<file path="src/hdl/plfr_pkg.sv">
// Shared constants and types for the phone link frame receiver.
package plfr_pkg;

  localparam logic [7:0] FRAME_ID  = 8'h1E;
  localparam logic [7:0] DEST_ADDR = 8'h0C;
  localparam logic [7:0] SRC_ADDR  = 8'h00;

  localparam logic [1:0] KIND_PAYLOAD = 2'd0;
  localparam logic [1:0] KIND_DONE    = 2'd1;
  localparam logic [1:0] KIND_HDR_ERR = 2'd2;

  localparam logic [2:0] ST_OK       = 3'd0;
  localparam logic [2:0] ST_BAD_ID   = 3'd1;
  localparam logic [2:0] ST_BAD_DEST = 3'd2;
  localparam logic [2:0] ST_BAD_SRC  = 3'd3;
  localparam logic [2:0] ST_ZERO_LEN = 3'd4;
  localparam logic [2:0] ST_EVEN_XOR = 3'd5;
  localparam logic [2:0] ST_ODD_XOR  = 3'd6;

  typedef struct packed {
    logic [1:0]  kind;
    logic [7:0]  payload_byte;
    logic [2:0]  status;
    logic [7:0]  command;
    logic [7:0]  sequence_res;
    logic [15:0] payload_length;
    logic        last;
  } res_t;

endpackage

</file>
<file path="src/hdl/plfr_parser.sv">
// Frame parser: phase state machine, checksums and result formation.
module plfr_parser
  import plfr_pkg::*;
(
  input  logic       clk_i,
  input  logic       rst_ni,
  input  logic       adv_i,
  input  logic [7:0] byte_i,
  output logic       res_valid_o,
  output res_t       res_o
);

  localparam logic [3:0] PH_HUNT = 4'd0;
  localparam logic [3:0] PH_DEST = 4'd1;
  localparam logic [3:0] PH_SRC  = 4'd2;
  localparam logic [3:0] PH_CMD  = 4'd3;
  localparam logic [3:0] PH_LENH = 4'd4;
  localparam logic [3:0] PH_LENL = 4'd5;
  localparam logic [3:0] PH_DATA = 4'd6;
  localparam logic [3:0] PH_SEQ  = 4'd7;
  localparam logic [3:0] PH_PAD  = 4'd8;
  localparam logic [3:0] PH_EVEN = 4'd9;
  localparam logic [3:0] PH_ODD  = 4'd10;

  logic [3:0]  phase_q, phase_d;
  logic [7:0]  cmd_q, cmd_d;
  logic [15:0] len_q, len_d;
  logic [15:0] cnt_q, cnt_d;
  logic [7:0]  seq_q, seq_d;
  logic [7:0]  even_q, even_d;
  logic [7:0]  odd_q, odd_d;
  logic        even_ok_q, even_ok_d;
  logic [15:0] plen;
  logic [15:0] cnt_inc;
  logic [15:0] len_full;

  assign plen     = len_q - 16'd1;
  assign cnt_inc  = cnt_q + 16'd1;
  assign len_full = {len_q[15:8], byte_i};

  always_comb begin
    phase_d     = phase_q;
    cmd_d       = cmd_q;
    len_d       = len_q;
    cnt_d       = cnt_q;
    seq_d       = seq_q;
    even_d      = even_q;
    odd_d       = odd_q;
    even_ok_d   = even_ok_q;
    res_valid_o = 1'b0;
    res_o       = '0;
    res_o.last  = 1'b1;
    case (phase_q)
      PH_DEST: begin
        if (byte_i != DEST_ADDR) begin
          phase_d      = PH_HUNT;
          res_valid_o  = 1'b1;
          res_o.kind   = KIND_HDR_ERR;
          res_o.status = ST_BAD_DEST;
        end else begin
          odd_d   = odd_q ^ byte_i;
          phase_d = PH_SRC;
        end
      end
      PH_SRC: begin
        if (byte_i != SRC_ADDR) begin
          phase_d      = PH_HUNT;
          res_valid_o  = 1'b1;
          res_o.kind   = KIND_HDR_ERR;
          res_o.status = ST_BAD_SRC;
        end else begin
          even_d  = even_q ^ byte_i;
          phase_d = PH_CMD;
        end
      end
      PH_CMD: begin
        cmd_d   = byte_i;
        odd_d   = odd_q ^ byte_i;
        phase_d = PH_LENH;
      end
      PH_LENH: begin
        len_d   = {byte_i, 8'h00};
        even_d  = even_q ^ byte_i;
        phase_d = PH_LENL;
      end
      PH_LENL: begin
        len_d = len_full;
        odd_d = odd_q ^ byte_i;
        if (len_full == 16'd0) begin
          phase_d       = PH_HUNT;
          res_valid_o   = 1'b1;
          res_o.kind    = KIND_HDR_ERR;
          res_o.status  = ST_ZERO_LEN;
          res_o.command = cmd_q;
        end else begin
          cnt_d   = 16'd0;
          phase_d = (len_full == 16'd1) ? PH_SEQ : PH_DATA;
        end
      end
      PH_DATA: begin
        if (!cnt_q[0]) even_d = even_q ^ byte_i;
        else           odd_d  = odd_q ^ byte_i;
        cnt_d = cnt_inc;
        if (cnt_inc >= plen) phase_d = PH_SEQ;
        res_valid_o          = 1'b1;
        res_o.kind           = KIND_PAYLOAD;
        res_o.payload_byte   = byte_i;
        res_o.command        = cmd_q;
        res_o.payload_length = plen;
        res_o.last           = 1'b0;
      end
      PH_SEQ: begin
        seq_d = byte_i;
        if (!plen[0]) begin
          even_d  = even_q ^ byte_i;
          phase_d = PH_PAD;
        end else begin
          odd_d   = odd_q ^ byte_i;
          phase_d = PH_EVEN;
        end
      end
      PH_PAD: begin
        odd_d   = odd_q ^ byte_i;
        phase_d = PH_EVEN;
      end
      PH_EVEN: begin
        even_ok_d = (byte_i == even_q);
        phase_d   = PH_ODD;
      end
      PH_ODD: begin
        phase_d              = PH_HUNT;
        res_valid_o          = 1'b1;
        res_o.kind           = KIND_DONE;
        res_o.status         = !even_ok_q ? ST_EVEN_XOR :
                               ((byte_i != odd_q) ? ST_ODD_XOR : ST_OK);
        res_o.command        = cmd_q;
        res_o.sequence_res   = seq_q;
        res_o.payload_length = plen;
      end
      default: begin
        phase_d = PH_HUNT;
        if (byte_i != FRAME_ID) begin
          res_valid_o  = 1'b1;
          res_o.kind   = KIND_HDR_ERR;
          res_o.status = ST_BAD_ID;
        end else begin
          even_d    = byte_i;
          odd_d     = 8'h00;
          even_ok_d = 1'b0;
          phase_d   = PH_DEST;
        end
      end
    endcase
  end

  always_ff @(posedge clk_i or negedge rst_ni) begin
    if (!rst_ni) begin
      phase_q   <= PH_HUNT;
      cmd_q     <= '0;
      len_q     <= '0;
      cnt_q     <= '0;
      seq_q     <= '0;
      even_q    <= '0;
      odd_q     <= '0;
      even_ok_q <= 1'b0;
    end else if (adv_i) begin
      phase_q   <= phase_d;
      cmd_q     <= cmd_d;
      len_q     <= len_d;
      cnt_q     <= cnt_d;
      seq_q     <= seq_d;
      even_q    <= even_d;
      odd_q     <= odd_d;
      even_ok_q <= even_ok_d;
    end
  end

endmodule

</file>
<file path="src/hdl/plfr_out_reg.sv">
// Output register holding one result request until the sink takes it.
module plfr_out_reg
  import plfr_pkg::*;
(
  input  logic clk_i,
  input  logic rst_ni,
  input  logic adv_i,
  input  logic res_valid_i,
  input  res_t res_i,
  output logic free_o,
  input  logic stall_i,
  output logic valid_o,
  output res_t res_o
);

  logic valid_q;
  res_t res_q;

  assign free_o  = !valid_q || !stall_i;
  assign valid_o = valid_q;
  assign res_o   = res_q;

  always_ff @(posedge clk_i or negedge rst_ni) begin
    if (!rst_ni) begin
      valid_q <= 1'b0;
    end else if (free_o) begin
      valid_q <= adv_i && res_valid_i;
    end
  end

  always_ff @(posedge clk_i) begin
    if (free_o && adv_i && res_valid_i) begin
      res_q <= res_i;
    end
  end

endmodule

</file>
<file path="src/hdl/phone_link_frame_receiver.sv">
// Top level: input register, frame parser and output register.
// An accepted byte is held in the input register; its result is held in the output register.
// Throughput: one byte per cycle unless the sink stalls; both registers run concurrently.
// Valid header, sequence, pad and even checksum bytes give no result; bad header bytes do.
// Reset (rst_ni low, asynchronous) empties both registers and returns the parser to hunting.
module phone_link_frame_receiver
  import plfr_pkg::*;
(
  input  logic        clk_i,
  input  logic        rst_ni,
  input  logic        in_valid_i,
  output logic        in_stall_o,
  input  logic [7:0]  rx_byte_i,
  output logic        out_valid_o,
  input  logic        out_stall_i,
  output logic [1:0]  kind_o,
  output logic [7:0]  payload_byte_o,
  output logic [2:0]  status_o,
  output logic [7:0]  command_o,
  output logic [7:0]  sequence_res_o,
  output logic [15:0] payload_length_o,
  output logic        last_o
);

  logic       in_valid_q;
  logic [7:0] byte_q;
  logic       free;
  logic       adv;
  logic       accept;
  logic       res_valid;
  res_t       res;
  res_t       out_res;

  assign adv        = in_valid_q && free;
  assign in_stall_o = in_valid_q && !free;
  assign accept     = in_valid_i && !in_stall_o;

  always_ff @(posedge clk_i or negedge rst_ni) begin
    if (!rst_ni) begin
      in_valid_q <= 1'b0;
    end else if (accept) begin
      in_valid_q <= 1'b1;
    end else if (adv) begin
      in_valid_q <= 1'b0;
    end
  end

  always_ff @(posedge clk_i) begin
    if (accept) begin
      byte_q <= rx_byte_i;
    end
  end

  plfr_parser u_parser (
    .clk_i       (clk_i),
    .rst_ni      (rst_ni),
    .adv_i       (adv),
    .byte_i      (byte_q),
    .res_valid_o (res_valid),
    .res_o       (res)
  );

  plfr_out_reg u_out (
    .clk_i       (clk_i),
    .rst_ni      (rst_ni),
    .adv_i       (adv),
    .res_valid_i (res_valid),
    .res_i       (res),
    .free_o      (free),
    .stall_i     (out_stall_i),
    .valid_o     (out_valid_o),
    .res_o       (out_res)
  );

  assign kind_o           = out_res.kind;
  assign payload_byte_o   = out_res.payload_byte;
  assign status_o         = out_res.status;
  assign command_o        = out_res.command;
  assign sequence_res_o   = out_res.sequence_res;
  assign payload_length_o = out_res.payload_length;
  assign last_o           = out_res.last;

endmodule

</file>
<file path="config.mk">
export PLATFORM = sky130hd
export DESIGN_NAME = phone_link_frame_receiver
export DESIGN_NICKNAME = d
export VERILOG_FILES = /design/src/hdl/plfr_pkg.sv /design/src/hdl/plfr_parser.sv /design/src/hdl/plfr_out_reg.sv /design/src/hdl/phone_link_frame_receiver.sv
export SDC_FILE = /design/constraint.sdc
export NUM_CORES = 1
export LEC_CHECK = 0
export BUFFER_PORTS_ARGS = -buffer_cell sky130_fd_sc_hd__buf_2
export CAP_MARGIN = 20
export CORE_MARGIN = 2
export CORE_UTILIZATION = 48
export CTS_CLUSTER_DIAMETER = 60
export DETAILED_ROUTE_END_ITERATION = 8
export PLACE_DENSITY = 0.67
export SETUP_SLACK_MARGIN = 0.05
export SLEW_MARGIN = 40
export SYNTH_ARGS = -nofsm -noshare
export SYNTH_HDL_FRONTEND = slang
export SYNTH_SLANG_ARGS = --single-unit
</file>
<file path="constraint.sdc">
create_clock -name clk_i -period 7.4 [get_ports clk_i]
set_input_delay 1.48 -clock clk_i [delete_from_list [all_inputs] [get_ports clk_i]]
set_output_delay 1.48 -clock clk_i [all_outputs]
set_load 0.1 [all_outputs]
</file>
# ---- Yosys cells after proc, flatten, opt, wreduce, memory -nomap -nowiden
# Cells that the tools add are included.
dict set report op_classes {
  n_addsub 2
  n_lt_le_gt_ge 1
  n_eq_ne 26
  n_mux 44
  n_bitwise 6
  reduce_logical 32
}
# op n
set op_table {}
lappend op_table {{$pmux W8 S5} 2}
lappend op_table {{$mux W8} 8}
lappend op_table {{$pmux W16 S2} 2}
lappend op_table {{$pmux W4 S10} 1}
lappend op_table {{$add A16 B1 Y16 const B} 1}
lappend op_table {{$eq A16 B1 Y1 const B} 1}
lappend op_table {{$eq A4 B3 Y1 const B} 4}
lappend op_table {{$ge A16 B16 Y1} 1}
lappend op_table {{$logic_not A16 Y1} 1}
lappend op_table {{$mux W16} 1}
lappend op_table {{$mux W2} 8}
lappend op_table {{$pmux W8 S2} 1}
lappend op_table {{$sub A16 B1 Y16 const B} 1}
lappend op_table {{$xor A8 B8 Y8} 2}
lappend op_table {{$pmux W3 S5} 1}
lappend op_table {{$eq A4 B4 Y1 const B} 3}
lappend op_table {{$mux W1} 12}
lappend op_table {{$ne A2 B2 Y1 const B} 6}
lappend op_table {{$reduce_and A6 Y1} 2}
lappend op_table {{$reduce_or A6 Y1} 2}
lappend op_table {{$mux W11} 1}
lappend op_table {{$ne A5 B5 Y1 const B} 2}
lappend op_table {{$pmux W2 S5} 1}
lappend op_table {{$reduce_and A3 Y1} 3}
lappend op_table {{23 further kinds} 44}
dict set report word_totals {
  register_bits 125
  inputBits 12
  out_inout_bits 48
  word_cells 130
}

# ---- Logic depth before layout (Yosys ltp)
dict set report depth {
  depth_word 7
  ltp_mapped 12
  mapped_depth_nobuf 12
}

# ---- Cells and area by module
# A second synthesis with hierarchy kept.
dict set report hier_totals {
  hier_cells 576
  hier_area_um2 6401.1
}
# module n_inst cells_per_inst area_per_inst_um2 seq_area_each_um2
set by_module_without_submodules {}
lappend by_module_without_submodules {plfr_parser 1 511 4674.5 1726.7}
lappend by_module_without_submodules {plfr_out_reg 1 51 1422.6 1406.3}
lappend by_module_without_submodules {phone_link_frame_receiver 1 14 304.0 265.3}

# ---- Worst setup path after synthesis
# OpenSTA, ideal clock, no wires.
dict set report synth_path {
  kind {register -> register}
  from {reg byte_q[4]}
  to {reg u_out.res_q, in the netlist u_out.res_o[0], enable pin}
  setup_time_ns 0.449
  t_arrival_ns 3.726
  t_required_ns 6.951
  setup_slack_ns 3.225
  path_stages_with_launch 8
  n_path_buf 1
  synth_period_minus_slack_ns 4.175
  path_cell_list {edfxtp_1 or4_4 nand2b_4 buf_6 or2_2 nand2_1 nor3_1 nor2_1}
}
dict set report synth_via {
  elab_chain_len 4
  word_cells_on_any_way 10
  classes_between {eq/ne: 2; mux: 5; reduce/logical: 3}
}
# element line_no
set synth_rtl {}
lappend synth_rtl {{start, declared} phone_link_frame_receiver.sv:26} ;# logic [7:0] byte_q;
lappend synth_rtl {{start signal, assigned} phone_link_frame_receiver.sv:50} ;# byte_q <= rx_byte_i;
lappend synth_rtl {{$ne A8 B5 Y1 (tied with other cells)} plfr_parser.sv:142} ;# if (byte_i != FRAME_ID) begin
lappend synth_rtl {{$mux W1, on equally long branches} n/a}
lappend synth_rtl {{$pmux W1 S5 (*)} plfr_parser.sv:53} ;# case (phase_q)
lappend synth_rtl {{$logic_and A1 B1 Y1 (*)} plfr_out_reg.sv:32} ;# if (free_o && adv_i && res_valid_i) begin
lappend synth_rtl {{end signal, assigned} plfr_out_reg.sv:33} ;# res_q <= res_i;
lappend synth_rtl {{end, declared} plfr_out_reg.sv:17} ;# res_t res_q;
# Every way passes the cells marked *; elsewhere a longest branch is shown, timed or not.
# A chain may end at the register's enable or synchronous reset.

# ---- Worst setup path after layout
dict set report layout_path {
  from {in out_stall_i}
  to {out in_stall_o}
}
dict set report layout_via {
  elab_chain_len 4
}
# element line_no
set layout_rtl {}
lappend layout_rtl {{start, declared} phone_link_frame_receiver.sv:15} ;# input logic out_stall_i,
lappend layout_rtl {{$logic_not A1 Y1} plfr_out_reg.sv:19} ;# assign free_o = !valid_q || !stall_i;
lappend layout_rtl {{$logic_or A1 B1 Y1} plfr_out_reg.sv:19}
lappend layout_rtl {{$logic_not A1 Y1} phone_link_frame_receiver.sv:35} ;# assign in_stall_o = in_valid_q && !free;
lappend layout_rtl {{$logic_and A1 B1 Y1} phone_link_frame_receiver.sv:35}
lappend layout_rtl {{end, declared} phone_link_frame_receiver.sv:12} ;# output logic in_stall_o,
# No other way between the ends.

==> impl_metrics.sql <==
INSERT INTO impl_metrics (metric_group, metric, value, unit) VALUES
('detailed_routing', 'drt-total-wl', '14600', 'um'),
('critical_path', 'required', '5.92', 'ns'),
('finish', 'areaGrowthSynthToFinish', '16.2', '%'),
('finish', 'insertedDiodeCount', '0', ''),
('floorplanning', 'coreArea', '12700', 'um^2'),
('clock_tree', 'clockBufferDepth', '2', ''),
('timing', 'finalMaxSlewViolations', '0', ''),
('critical_path', 'critPathMaxStageDelay', '0.42', 'ns'),
('finish', 'nNetsFinal', '648', ''),
('clock_tree', 'htreeDepth', '4', ''),
('synth', 'syn-mean-instance-area', '11.2', 'um^2'),
('synth', 'synthDominantAreaCellType', 'sky130_fd_sc_hd__dfrtp_1', ''),
('timing', 'report.final.hold_viol_count', '0', ''),
('clock_tree', 'cts.clk_slew.worst_paths', '0.05', 'ns'),
('timing', 'maxSlewHeadroom', '0.506', ''),
('critical_path', 'startpoint_type', 'input pin', ''),
('timing', 'period_share', '0.491', ''),
('run', 'max-cap-violations', '0', ''),
('global_route', 'number_of_global_route_vias_before_repair', '4663', ''),
('critical_path', 'regToRegStartpoint', 'u_parser.phase_q[2]$_DFFE_PN0P_', ''),
('detailed_routing', 'routed-via-count', '4554', ''),
('critical_path', 'end_kind', 'output pin', ''),
('synth', 'synth_seq_area_share', '0.540', ''),
('power', 'p_leak', '3.18', 'nW'),
('synth', 'synth.distinct_cells', '58', ''),
('floorplanning', 'initial_util', '0.494', ''),
('hold_path', 'hp-class', 'reg2reg', ''),
('synth', 'synth_largest_type_area_fraction', '0.283', ''),
('timing', 'worst-slew-pin-transition', '0.741', 'ns'),
('detailed_routing', 'detail_route.vias_per_cell', '5.67', ''),
('detailed_routing', 'wl_per_cell', '18.2', 'um'),
('critical_path', 'cpLargestDelayFamily', 'buffers and inverters', ''),
('detailed_routing', 'drt-initial-drc-count', '454', ''),
('detailed_routing', 'remaining_antenna_violation_count_after_routing', '0', ''),
('clock_tree', 'clock_latency_at_the_later_pin_of_the_worst_skew_pair', '0.42', 'ns'),
('power', 'cellPowerDensity', '502', 'nW/um^2'),
('timing', 'max_freq', '275', 'MHz'),
('global_route', 'grt_antenna_before_repair', '0', ''),
('synth', 'synth_seq_cells', '125', ''),
('floorplanning', 'pin_count', '60', ''),
('global_route', 'first_pass_grt_wire_length', '24200', 'um'),
('synth', 'synth_enable_flop_cells', '54', ''),
('power', 'vdd_ir_drop_max', '0.277', 'mV'),
('critical_path', 'worst_path_max_delay_cell', 'sky130_fd_sc_hd__buf_2', ''),
('critical_path', 'crit_start', 'out_stall_i', ''),
('status', 'outcome', 'finished, final reports clean', ''),
('finish', 'layout.cell_area.non_filler', '7310', 'um^2'),
('synth', 'synth.cell_area', '6290', 'um^2'),
('hold_path', 'min-delay-start', 'u_parser.cmd_q[5]$_DFFE_PN0P_', ''),
('detailed_routing', 'drt_pass1_iterations', '5', ''),
('critical_path', 'most_frequent_cp_cell', 'sky130_fd_sc_hd__buf_2', ''),
('clock_tree', 'count_of_cells_resized_by_post_cts_repair', '0', ''),
('timing', 'finalSetupTns', '0', 'ns'),
('critical_path', 'critical_path_class', 'in2out', ''),
('placed_design', 'port_buffer_cells', '59', ''),
('clock_tree', 'postCtsHoldBufs', '0', ''),
('timing', 'rsz0062_at_grt', 'no', ''),
('placed_design', 'detailed_place_hpwl', '9650', 'um'),
('synth', 'postSynth.asyncResetShare', '0.568', ''),
('critical_path', 'arrival', '2.16', 'ns'),
('finish', 'proportion_of_layout_cells_with_a_drive_suffix_above_1', '0.211', ''),
('critical_path', 'worst_path_bufs_invs', '3', ''),
('placed_design', 'routabilityCongestion', '0.866', ''),
('clock_tree', 'count_of_buffers_added_by_post_cts_timing_repair_for_setup', '0', ''),
('clock_tree', 'numCtsBuffers', '17', ''),
('floorplanning', 'die_outline_height', '118', 'um'),
('synth', 'synth_nets', '591', ''),
('floorplanning', 'fp.dieW', '118', 'um'),
('timing', 'final_worst_path_period_need', '3.64', 'ns'),
('synth', 'syn_inst', '561', ''),
('global_route', 'global_route.usage.total', '0.223', '');
-- logic make-up after synthesis --
family	Yosys count	synth area share
and+or+nand+nor	192	0.165
DFF	125	0.540
AOI/OAI and AO/OA	106	0.111
xor gates and xnor gates	44	0.0613
buffers and inverters	42	0.0267
muxes	34	0.0599
adders and majority gates	18	0.0358
-- layout by cell type (no fill, tap or decap), types with 3 or more instances in the layout --
master and count:
sky130_fd_sc_hd__nand2b_1 12, sky130_fd_sc_hd__xnor2_1 20, sky130_fd_sc_hd__and3_1 20, sky130_fd_sc_hd__mux2_2 29, sky130_fd_sc_hd__and2_1 12, sky130_fd_sc_hd__nand2_1 30
sky130_fd_sc_hd__nor3_1 10, sky130_fd_sc_hd__o21ai_0 32, sky130_fd_sc_hd__or3_1 4, sky130_fd_sc_hd__o211ai_1 3, sky130_fd_sc_hd__clkinv_2 6, sky130_fd_sc_hd__nand4_1 7
sky130_fd_sc_hd__buf_4 5, sky130_fd_sc_hd__dfrtp_1 71, sky130_fd_sc_hd__a22o_1 21, sky130_fd_sc_hd__mux2i_1 5, sky130_fd_sc_hd__clkbuf_1 4, sky130_fd_sc_hd__nand3_1 18
sky130_fd_sc_hd__edfxtp_1 54, sky130_fd_sc_hd__clkbuf_16 17, sky130_fd_sc_hd__nor4_1 9, sky130_fd_sc_hd__a31oi_1 7, sky130_fd_sc_hd__buf_2 59, sky130_fd_sc_hd__a21oi_1 20
sky130_fd_sc_hd__ha_1 18, sky130_fd_sc_hd__inv_1 15, sky130_fd_sc_hd__nor2b_1 4, sky130_fd_sc_hd__xor2_1 24, sky130_fd_sc_hd__nor2_1 48
-- Yosys cell counts (2+ instances only) --
master                       n
sky130_fd_sc_hd__nand2b_1   12
sky130_fd_sc_hd__nand3_1    18
sky130_fd_sc_hd__o21ai_0    32
sky130_fd_sc_hd__and2_1     12
sky130_fd_sc_hd__xnor2_1    20
sky130_fd_sc_hd__xor2_1     24
sky130_fd_sc_hd__a31oi_1     7
sky130_fd_sc_hd__o2111ai_1   2
sky130_fd_sc_hd__a311o_1     2
sky130_fd_sc_hd__a22o_1     21
sky130_fd_sc_hd__and4bb_2    2
sky130_fd_sc_hd__nor2b_1     6
sky130_fd_sc_hd__o31ai_1     2
sky130_fd_sc_hd__nand4_1     7
sky130_fd_sc_hd__nor2_1     49
sky130_fd_sc_hd__a22oi_1     2
sky130_fd_sc_hd__nand2_1    30
sky130_fd_sc_hd__o21a_1      2
sky130_fd_sc_hd__nor3_1     10
sky130_fd_sc_hd__buf_2       2
sky130_fd_sc_hd__clkbuf_1   23
sky130_fd_sc_hd__mux2i_1     5
sky130_fd_sc_hd__inv_1      15
sky130_fd_sc_hd__a21oi_1    20
sky130_fd_sc_hd__and3_1     20
sky130_fd_sc_hd__o211ai_1    3
sky130_fd_sc_hd__edfxtp_1   54
sky130_fd_sc_hd__ha_1       18
sky130_fd_sc_hd__nor4_1      9
sky130_fd_sc_hd__or3_1       4
sky130_fd_sc_hd__dfrtp_1    71
sky130_fd_sc_hd__a21o_1      2
sky130_fd_sc_hd__mux2_2     29
sky130_fd_sc_hd__or2_2       2
-- per-layer routing --
layer  vias to the layer above  wire (um)  global-route usage
met4                         0        295              0.0900
met3                        22        635              0.0565
li1                       2171          -                   -
met2                       111       7210               0.363
met1                      2250       6470               0.285
met5                         -          0                   0
-- layout make-up --
cell class | instances | area, um^2 | share of cell area
Clock buffer | 22 | 454 | 0.0622
Timing Repair Buffer | 65 | 344 | 0.0471
Tap cell | 172 | 215 | 0.0295
Multi-Input combinational cell | 394 | 2740 | 0.375
Clock inverter | 10 | 97.6 | 0.0134
Inverter | 15 | 56.3 | 0.00771
Sequential cell | 125 | 3400 | 0.465
-- report_power, final --
part	leakage, nW	switching [mW]	internal, mW
clock network	0.276	0.283	0.497
registers	1.41	0.212	1.01
logic	1.49	1.22	0.445
-- registers in the layout, indices dropped and copies added, names as in the netlist, 4 cells and up --
name              cells
u_out.res_o          46
u_parser.cnt_q       16
u_parser.len_q       16
byte_q                8
u_parser.cmd_q        8
u_parser.even_q       8
u_parser.odd_q        8
u_parser.seq_q        8
u_parser.phase_q      4
-- path summary, 6_finish.rpt --
path	slack (ns)	cells after the start	endpoint
min in group asynchronous	1.18	2	u_parser.cnt_q[2]$_DFFE_PN0P_
worst min register to register	0.50	1	u_parser.cmd_q[5]$_DFFE_PN0P_
worst max-delay path	3.76	4	in_stall_o
worst min-delay path	0.50	1	u_parser.cmd_q[5]$_DFFE_PN0P_
worst max register to register	3.92	7	u_out.res_o[11]$_SDFFCE_PP0P_
max in group asynchronous	5.75	2	u_parser.odd_q[0]$_DFFE_PN0P_
-- through the flow --
stage,instances,worst slack (ns),utilization,hold WS (ns)
floorplan,561,3.22,-,0.466
global placement,771,3.78,0.530,0.483
detailed placement,771,3.70,0.530,0.486
CTS,803,3.67,0.573,0.498
global route,803,3.63,0.574,0.514
finish,803,3.76,0.574,0.497
No activity file was read; power rests on OpenSTA's default activity.
